===== src/rtl/core/stki_pkg.sv =====
`timescale 1ns / 1ps
// ----------------------------------------------------------------------------
// stki_pkg
// shared types and constants of the sorted top-k insertion list
// ----------------------------------------------------------------------------
package stki_pkg;

  localparam int DEPTH     = 10;
  localparam int TAG_WIDTH = 16;
  localparam int SCORE_W   = 32;
  localparam int RANK_W    = 4;
  localparam int IDX_W     = (DEPTH > 1) ? $clog2(DEPTH) : 1;
  localparam int CNT_W     = $clog2(DEPTH + 1);

  typedef enum logic {
    REQ_INSERT = 1'b0,
    REQ_READ   = 1'b1
  } req_type_e;

  typedef struct packed {
    req_type_e                   req_type;
    logic signed [SCORE_W-1:0]   score;
    logic [TAG_WIDTH-1:0]        tag;
    logic [RANK_W-1:0]           rank;
  } req_t;

  typedef struct packed {
    logic [RANK_W-1:0]           placed_at;
    logic                        evicted;
    logic signed [SCORE_W-1:0]   evicted_score;
    logic [TAG_WIDTH-1:0]        evicted_tag;
    logic                        read_valid;
    logic signed [SCORE_W-1:0]   read_score;
    logic [TAG_WIDTH-1:0]        read_tag;
    logic [RANK_W-1:0]           fill_count;
  } rsp_t;

  // per-cell control from the list controller
  typedef struct packed {
    logic ins;      // insert word accepted this cycle
    logic valid;    // cell holds a stored entry
    logic ge_prev;  // upper neighbor keeps its entry
  } cell_ctl_t;

endpackage


===== src/rtl/core/stki_if.sv =====
`timescale 1ns / 1ps
// ----------------------------------------------------------------------------
// stki_req_if / stki_rsp_if
// valid/ready channels carrying request and response words
// ----------------------------------------------------------------------------
interface stki_req_if;
  logic          valid;
  logic          ready;
  stki_pkg::req_t data;

  modport source (output valid, output data, input ready);
  modport sink   (input valid, input data, output ready);
endinterface

interface stki_rsp_if;
  logic          valid;
  logic          ready;
  stki_pkg::rsp_t data;

  modport source (output valid, output data, input ready);
  modport sink   (input valid, input data, output ready);
endinterface


===== src/rtl/core/stki_cell.sv =====
`timescale 1ns / 1ps
// ----------------------------------------------------------------------------
// stki_cell
// one rank of the list: holds a score and tag, keeps, loads or shifts down
// ----------------------------------------------------------------------------
module stki_cell (
  input  logic                                 clk_i,
  input  stki_pkg::cell_ctl_t                  ctl_i,
  input  logic signed [stki_pkg::SCORE_W-1:0]  new_score_i,
  input  logic [stki_pkg::TAG_WIDTH-1:0]       new_tag_i,
  input  logic signed [stki_pkg::SCORE_W-1:0]  prev_score_i,
  input  logic [stki_pkg::TAG_WIDTH-1:0]       prev_tag_i,
  output logic signed [stki_pkg::SCORE_W-1:0]  score_o,
  output logic [stki_pkg::TAG_WIDTH-1:0]       tag_o,
  output logic                                 ge_o
);

  logic signed [stki_pkg::SCORE_W-1:0] score_q, score_d;
  logic [stki_pkg::TAG_WIDTH-1:0]      tag_q, tag_d;

  // stored entry stays ahead of an equal new score
  assign ge_o = ctl_i.valid && (score_q >= new_score_i);

  always_comb begin
    score_d = score_q;
    tag_d   = tag_q;
    if (ctl_i.ins && !ge_o) begin
      if (ctl_i.ge_prev) begin
        score_d = new_score_i;
        tag_d   = new_tag_i;
      end else begin
        score_d = prev_score_i;
        tag_d   = prev_tag_i;
      end
    end
  end

  always_ff @(posedge clk_i) begin
    score_q <= score_d;
    tag_q   <= tag_d;
  end

  assign score_o = score_q;
  assign tag_o   = tag_q;

endmodule


===== src/rtl/core/sorted_top_k_insert.sv =====
`timescale 1ns / 1ps
// ----------------------------------------------------------------------------
// sorted_top_k_insert
// top-k list of scores with tags, kept in descending order by a cell chain
// ----------------------------------------------------------------------------
// For each accepted word, all cells compare their score with the new one in
// parallel and keep, load or shift down together at the same clock edge,
// and the response word is registered for the next cycle. A new word is
// taken every cycle as long as the response register is free or drained in
// that cycle. Inserts land after all equal scores; when the list is full a
// score at or below the lowest stored one is dropped (placed_at = 10),
// otherwise the lowest entry is evicted and reported. Reads return the
// entry at a rank, with read_valid low beyond the fill count.
module sorted_top_k_insert (
  input  logic        clk_i,
  input  logic        rst_ni,
  stki_req_if.sink    req_i,
  stki_rsp_if.source  rsp_o
);

  localparam int D = stki_pkg::DEPTH;

  logic signed [stki_pkg::SCORE_W-1:0] cell_score [D];
  logic [stki_pkg::TAG_WIDTH-1:0]      cell_tag   [D];
  logic [D-1:0]                        ge;
  logic [D-1:0]                        valid;

  logic [stki_pkg::CNT_W-1:0] fill_q, fill_d;
  logic                       rsp_valid_q;
  stki_pkg::rsp_t             rsp_q, rsp_d;

  logic acc, ins, full, dropped, evict, rd_ok;
  logic [stki_pkg::CNT_W-1:0] pos;
  logic [stki_pkg::IDX_W-1:0] rd_idx;
  logic signed [stki_pkg::SCORE_W-1:0] rd_score;
  logic [stki_pkg::TAG_WIDTH-1:0]      rd_tag;

  assign req_i.ready = !rsp_valid_q || rsp_o.ready;
  assign acc         = req_i.valid && req_i.ready;
  assign ins         = acc && (req_i.data.req_type == stki_pkg::REQ_INSERT);
  assign full        = (fill_q == stki_pkg::CNT_W'(D));

  for (genvar g = 0; g < D; g++) begin : g_cell
    stki_pkg::cell_ctl_t ctl;
    assign ctl.ins     = ins;
    assign ctl.valid   = (stki_pkg::CNT_W'(g) < fill_q);
    assign valid[g]    = ctl.valid;
    if (g == 0) begin : g_head
      assign ctl.ge_prev = 1'b1;
      stki_cell u_cell (
        .clk_i        (clk_i),
        .ctl_i        (ctl),
        .new_score_i  (req_i.data.score),
        .new_tag_i    (req_i.data.tag),
        .prev_score_i (req_i.data.score),
        .prev_tag_i   (req_i.data.tag),
        .score_o      (cell_score[g]),
        .tag_o        (cell_tag[g]),
        .ge_o         (ge[g])
      );
    end else begin : g_body
      assign ctl.ge_prev = ge[g-1];
      stki_cell u_cell (
        .clk_i        (clk_i),
        .ctl_i        (ctl),
        .new_score_i  (req_i.data.score),
        .new_tag_i    (req_i.data.tag),
        .prev_score_i (cell_score[g-1]),
        .prev_tag_i   (cell_tag[g-1]),
        .score_o      (cell_score[g]),
        .tag_o        (cell_tag[g]),
        .ge_o         (ge[g])
      );
    end
  end

  // ge is a prefix of ones, so the first clear bit is the insert rank
  always_comb begin
    pos = stki_pkg::CNT_W'(D);
    for (int i = D - 1; i >= 0; i--) begin
      if (!ge[i]) begin
        pos = stki_pkg::CNT_W'(i);
      end
    end
  end

  assign dropped = full && ge[D-1];
  assign evict   = ins && full && !ge[D-1];

  assign rd_idx = stki_pkg::IDX_W'(req_i.data.rank);
  assign rd_ok  = ({{stki_pkg::CNT_W{1'b0}}, req_i.data.rank} <
                   {{stki_pkg::RANK_W{1'b0}}, fill_q});

  always_comb begin
    rd_score = '0;
    rd_tag   = '0;
    for (int i = 0; i < D; i++) begin
      if (rd_idx == stki_pkg::IDX_W'(i)) begin
        rd_score = cell_score[i];
        rd_tag   = cell_tag[i];
      end
    end
  end

  always_comb begin
    fill_d = fill_q;
    if (ins && !full) begin
      fill_d = fill_q + stki_pkg::CNT_W'(1);
    end
  end

  always_comb begin
    rsp_d            = '0;
    rsp_d.placed_at  = stki_pkg::RANK_W'(D);
    rsp_d.fill_count = stki_pkg::RANK_W'(fill_d);
    if (req_i.data.req_type == stki_pkg::REQ_INSERT) begin
      if (!dropped) begin
        rsp_d.placed_at = stki_pkg::RANK_W'(pos);
      end
      if (evict) begin
        rsp_d.evicted       = 1'b1;
        rsp_d.evicted_score = cell_score[D-1];
        rsp_d.evicted_tag   = cell_tag[D-1];
      end
    end else if (rd_ok) begin
      rsp_d.read_valid = 1'b1;
      rsp_d.read_score = rd_score;
      rsp_d.read_tag   = rd_tag;
    end
  end

  always_ff @(posedge clk_i or negedge rst_ni) begin
    if (!rst_ni) begin
      fill_q      <= '0;
      rsp_valid_q <= 1'b0;
    end else begin
      fill_q <= fill_d;
      if (acc) begin
        rsp_valid_q <= 1'b1;
      end else if (rsp_o.ready) begin
        rsp_valid_q <= 1'b0;
      end
    end
  end

  always_ff @(posedge clk_i) begin
    if (acc) begin
      rsp_q <= rsp_d;
    end
  end

  assign rsp_o.valid = rsp_valid_q;
  assign rsp_o.data  = rsp_q;

`ifndef SYNTHESIS
  a_fill_bound : assert property (@(posedge clk_i) disable iff (!rst_ni)
    fill_q <= stki_pkg::CNT_W'(D))
    else $error("fill count above depth");

  a_read_keeps_fill : assert property (@(posedge clk_i) disable iff (!rst_ni)
    (acc && req_i.data.req_type == stki_pkg::REQ_READ) |=> $stable(fill_q))
    else $error("read changed fill count");

  a_evict_when_full : assert property (@(posedge clk_i) disable iff (!rst_ni)
    evict |-> (full && valid[D-1]))
    else $error("eviction from a list that is not full");

  a_word_registered : assert property (@(posedge clk_i) disable iff (!rst_ni)
    acc |=> rsp_valid_q)
    else $error("accepted word produced no response");
`endif

endmodule

===== src/flat_wrapper.sv =====
// flat-port wrapper written by rule: the top's interface ports become plain ports
module sorted_top_k_insert_flat 
  (clk_i, rst_ni, req_i_valid, req_i_data, req_i_ready, rsp_o_valid, rsp_o_data, rsp_o_ready);
  stki_req_if req_i_i ();
  stki_rsp_if rsp_o_i ();
  input  logic clk_i;
  input  logic rst_ni;
  input wire logic [$bits(req_i_i.valid)-1:0] req_i_valid;
  input wire logic [$bits(req_i_i.data)-1:0] req_i_data;
  output wire logic [$bits(req_i_i.ready)-1:0] req_i_ready;
  output wire logic [$bits(rsp_o_i.valid)-1:0] rsp_o_valid;
  output wire logic [$bits(rsp_o_i.data)-1:0] rsp_o_data;
  input wire logic [$bits(rsp_o_i.ready)-1:0] rsp_o_ready;
  assign req_i_i.valid = req_i_valid;
  assign req_i_i.data = req_i_data;
  assign req_i_ready = req_i_i.ready;
  assign rsp_o_valid = rsp_o_i.valid;
  assign rsp_o_data = rsp_o_i.data;
  assign rsp_o_i.ready = rsp_o_ready;
  sorted_top_k_insert u_core (.clk_i(clk_i), .rst_ni(rst_ni), .req_i(req_i_i), .rsp_o(rsp_o_i));
endmodule

===== config.mk =====
export PLATFORM = sky130hd
export DESIGN_NAME = sorted_top_k_insert_flat
export DESIGN_NICKNAME = d
export VERILOG_FILES = /design/src/rtl/core/stki_pkg.sv /design/src/rtl/core/stki_if.sv /design/src/rtl/core/stki_cell.sv /design/src/rtl/core/sorted_top_k_insert.sv /design/src/flat_wrapper.sv
export SDC_FILE = /design/constraint.sdc
export NUM_CORES = 1
export LEC_CHECK = 0
export BUFFER_PORTS_ARGS = -buffer_cell sky130_fd_sc_hd__buf_2
export CORE_ASPECT_RATIO = 0.75
export CORE_MARGIN = 1
export CORE_UTILIZATION = 50
export CTS_CLUSTER_DIAMETER = 200
export DETAILED_ROUTE_END_ITERATION = 12
export GPL_TIMING_DRIVEN = 1
export PLACE_DENSITY = 0.67
export REMOVE_ABC_BUFFERS = 1
export SYNTH_ARGS = -nofsm -noshare
export SYNTH_HDL_FRONTEND = slang
export SYNTH_SLANG_ARGS = --single-unit

===== constraint.sdc =====
create_clock -name clk_i -period 13.3 [get_ports clk_i]
set_clock_uncertainty 0.15 [all_clocks]
set_input_delay 0.665 -clock clk_i [delete_from_list [all_inputs] [get_ports clk_i]]
set_output_delay 0.665 -clock clk_i [all_outputs]
set_load 0.02 [all_outputs]

==> Flow_metrics.wiki <==
{| class="wikitable"
! Metric !! Value
|-
| Reg-to-reg setup timing slack || 8.26 ns
|-
| Part of the total power dissipated in sequential elements || 42.2%
|-
| Critical path start-end classification || primary input to flop
|-
| Half-perimeter wire length after detailed placement || 72600 µm
|-
| Most used cells in the layout excluding fill and tap cells || edfxtp_1 (586), ha_1 (326), nand2_1 (278)
|-
| Final Cycle Share || 38.5%
|-
| Post-Route Utilization || 56.8%
|-
| Worst endpoint data arrival time || 5.23 ns
|-
| Effective utilization at floorplan || 51.0%
|-
| Buffer cell driving the clock tree root || clkbuf_16
|-
| Post-route cell area || 0.0373 mm²
|-
| Remaining antenna violation count after routing || 0
|-
| Die height || 226 µm
|-
| Count of endpoints failing hold in the final timing report || 0
|-
| Total detailed-routing wirelength || 109000 µm
|-
| Required time at the endpoint of the critical path || 13.41 ns
|-
| Predominant post-synthesis flop cell || edfxtp_1
|-
| TritonCTS clock tree || yes
|-
| Combinational family with the most area after synthesis || compound AO/OA/AOI/OAI gates
|-
| Max-cap viol count || 0
|-
| Largest buffer count on any clock path || 3
|-
| Clock network fraction of total power || 29.5%
|-
| Number of enable flip-flop cells after synthesis || 586
|-
| I/O pin total || 165
|-
| Run status || finished clean
|-
| Dpl cells || 3679
|-
| Sequential-to-total area share from yosys stat || 53.0%
|-
| Proportion of synthesized flip-flops having asynchronous set or reset || 0.846%
|-
| Startpoint of the worst setup timing path || req_i_data[29]
|-
| Peak supply drop || 96.1 µV
|-
| Die span in x || 301 µm
|-
| Maximum number of pins on one net before global-route repair || 73
|-
| Timing-limited maximum frequency || 195 MHz
|-
| Slew headroom || 17.6%
|-
| Fraction of layout instances using a drive strength above 1 || 19.9%
|-
| Post-synthesis compound-gate area fraction || 12.9%
|-
| Power density over the cells || 162 mW/mm²
|-
| Input/output buffers || 164
|-
| Cell internal pwr || 4.08 mW
|-
| Min cycle time layout || 5.12 ns
|-
| Detailed Routing Iterations Pass 1 || 6
|-
| Worst Path Max Fanout || 66
|-
| Vias per std cell || 6.65
|-
| Final Net Count || 3255
|-
| Mean instance size in the synthesized netlist || 12.2 µm²
|-
| Placed standard-cell area || 0.0353 mm²
|-
| Setup TNS Final || 0 ns
|-
| Net switching power of the design || 1.98 mW
|-
| Global router's overall resource usage || 31.7%
|-
| Clock edge transition at the registers on the reported setup and hold paths || 0.06 ns
|-
| Worst r2r src || u_core.g_cell[5].g_body.u_cell.score_o[31]
|-
| Worst Setup Start Kind || primary input
|-
| Worst Hold Launch || req_i_valid
|-
| Leakage Power || 14.1 nW
|-
| Kind of end point of the critical path || flop
|-
| Synth Area in XOR/XNOR || 0.105%
|-
| Combinational Power Share || 28.3%
|-
| Wire length of the first global-routing pass || 159000 µm
|-
| Number of storage elements in the synthesis netlist || 591
|-
| Most frequent standard cell in the layout excluding fill and tap cells || edfxtp_1
|-
| Post-synthesis cell area || 0.0335 mm²
|-
| Final count of negative-setup-slack endpoints || 0
|-
| Warning count from the yosys run || 0
|-
| Max-slew violation count || 0
|-
| Detailed-route wire length per cell || 28.7 µm
|-
| Die area || 0.0680 mm²
|-
| Count of clock tree sinks || 591
|-
| Post-CTS sizing || 0
|-
| Remaining design rule violation count || 0
|-
| Transition time of the tightest slew-check pin || 1.23 ns
|-
| Number of standard-cell rows in the floorplan || 81
|-
| Synthesized instance count || 2739
|-
| Antenna violations before repair || 13
|-
| Last weighted congestion value of the routability-driven placer || 1.01
|-
| Number of DRC violations after detailed-routing iteration 0 || 3659
|-
| Remaining global-route overflow || 0
|-
| Core Box Area || 0.0657 mm²
|-
| Vias in the first global route || 24.0k
|-
| Number of vias after detailed routing || 25.3k
|-
| Number of buffers created by CTS || 61
|-
| Fraction of power spent switching nets || 32.6%
|-
| Multiplexer area fraction after synthesis || 10.3%
|-
| Clock latency reported for the late side of the worst-skew pair || 0.65 ns
|-
| Deepest level of the CTS H-tree || 2
|-
| Filler-free cell count of the finished design || 3800
|-
| Area fraction in and, or, nand and nor cells after synthesis || 9.15%
|-
| Setup repair after global routing missed its margin || false
|-
| Class of the most critical hold timing path || primary input to flop
|-
| Area delta synth->final || 11.5%
|-
| Adder-cell share of the synthesized area || 12.2%
|-
| Distinct cell type count after synthesis || 70
|}
==> worst paths after layout <==
kind,end,cells after the start
max in group asynchronous,u_core.rsp_o.valid,2
hold reg to reg,u_core.rsp_o.data[58],1
setup reg to reg,u_core.rsp_o.data[102],10
min in group asynchronous,u_core.fill_q[2],2
setup / recovery,u_core.g_cell[6].g_body.u_cell.tag_o[13],11
hold / removal,u_core.rsp_o.valid,2
==> registers in the layout, indices dropped and copies added, names as in the netlist <==
name	cells
u_core.fill_q	4
u_core.g_cell.g_body.u_cell.score_o	288
u_core.g_cell.g_body.u_cell.tag_o	144
u_core.g_cell.g_head.u_cell.score_o	32
u_core.g_cell.g_head.u_cell.tag_o	16
u_core.rsp_o.data	106
u_core.rsp_o.valid	1
==> metal layers <==
| metal | wire, µm | global-route usage (%) | part of all wire (%) | vias to the layer above |
|---|---|---|---|---|
| li1 | - | - | - | 11000 |
| met1 | 47100 | 46.9 | 43 | 12600 |
| met2 | 44700 | 43.9 | 41 | 1501 |
| met3 | 14600 | 10.4 | 13 | 187 |
| met4 | 2570 | 8.96 | 2.4 | 4 |
| met5 | 23 | 0 | 0.021 | - |
==> critical path: stages <==
cell and delay (ns):
buf_2 0.14, inv_1 0.42, ha_1 0.34, a21o_1 0.18, a21o_1 0.16, a21oi_1 0.28, nor2_1 0.13, a2111oi_0 0.73
o22a_2 0.45, buf_4 0.70, and2_4 0.85
==> synthesized netlist by cell type (3+ instances only) <==
| library cell | number | share of area, % |
|---|---|---|
| a222oi_1 | 12 | 0.36 |
| xnor2_1 | 3 | 0.079 |
| mux2_2 | 247 | 8.3 |
| a22oi_1 | 133 | 3.0 |
| nor4_1 | 9 | 0.17 |
| dfrtp_1 | 5 | 0.37 |
| mux2_1 | 58 | 2.0 |
| and2_1 | 58 | 1.1 |
| or4_1 | 3 | 0.067 |
| nand3_1 | 61 | 0.91 |
| a221oi_1 | 10 | 0.26 |
| nand2b_1 | 12 | 0.22 |
| o21ai_0 | 239 | 3.6 |
| nand4_1 | 102 | 1.9 |
| buf_4 | 8 | 0.18 |
| o31ai_1 | 3 | 0.067 |
| buf_1 | 3 | 0.034 |
| or3_1 | 4 | 0.075 |
| a22o_1 | 4 | 0.10 |
| inv_1 | 57 | 0.64 |
| and3_1 | 5 | 0.093 |
| and4_1 | 6 | 0.16 |
| or2_2 | 4 | 0.075 |
| o211ai_1 | 14 | 0.31 |
| a31oi_1 | 17 | 0.32 |
| clkbuf_1 | 99 | 1.1 |
| o21a_1 | 11 | 0.25 |
| o311ai_0 | 3 | 0.079 |
| a211oi_1 | 13 | 0.29 |
| nor2_1 | 47 | 0.53 |
| nand2_1 | 279 | 3.1 |
| a21o_1 | 47 | 1.1 |
| a21oi_1 | 147 | 2.2 |
| a2111oi_0 | 6 | 0.16 |
| nor2b_1 | 14 | 0.26 |
| ha_1 | 326 | 12 |
| edfxtp_1 | 586 | 53 |
| nor3_1 | 17 | 0.25 |
| buf_2 | 24 | 0.36 |
==> stage by stage <==
| stage | total power, mW | hold WS, ns | setup WS (ns) |
|---|---|---|---|
| floorplan | 3.63 | 0.219 | 6.64 |
| global placement | 4.19 | 0.360 | 7.64 |
| detailed placement | 4.24 | 0.367 | 7.64 |
| CTS | 6.01 | 0.0675 | 8.31 |
| global route | 6.26 | 0.104 | 7.98 |
| finish | 6.05 | 0.0911 | 8.18 |
==> cells by family after synthesis <==
logic type               Yosys count
AND/OR/NAND/NOR                  629
adder cells (fa/ha/maj)          326
flip-flops                       591
buffers and inverters            192
AO/OA/AOI/OAI                    690
multiplexers                     307
XOR/XNOR                           4
==> power by group through the flow <==
stage	combinational, mW	clock (mW)	sequential [mW]
after floorplan	1.06	0	2.56
after global placement	1.62	0	2.58
after detailed placement	1.66	0	2.58
after CTS	1.67	1.80	2.54
after global routing	1.82	1.87	2.57
final	1.71	1.79	2.55
==> timing repair <==
| action | 4_1_cts | 5_1_grt |
|---|---|---|
| hold buffers | 1 | 0 |
| buffers inserted | 0 | 0 |
| endpoints found under the hold margin | 5 | 0 |
| endpoints found under the setup margin | 0 | 0 |
==> final cells by class <==
type                    instances  area, µm²
diodes                          6       15.0
multi-input cells            1956      15100
fillers                      5351      28400
inverters                      57        216
clock inverters                35        402
repair buffers                205       1130
flip-flops and latches        591      17700
well taps                     871       1090
clock buffers                  79       1630
Note: power is estimated with default switching activity, not from simulation.
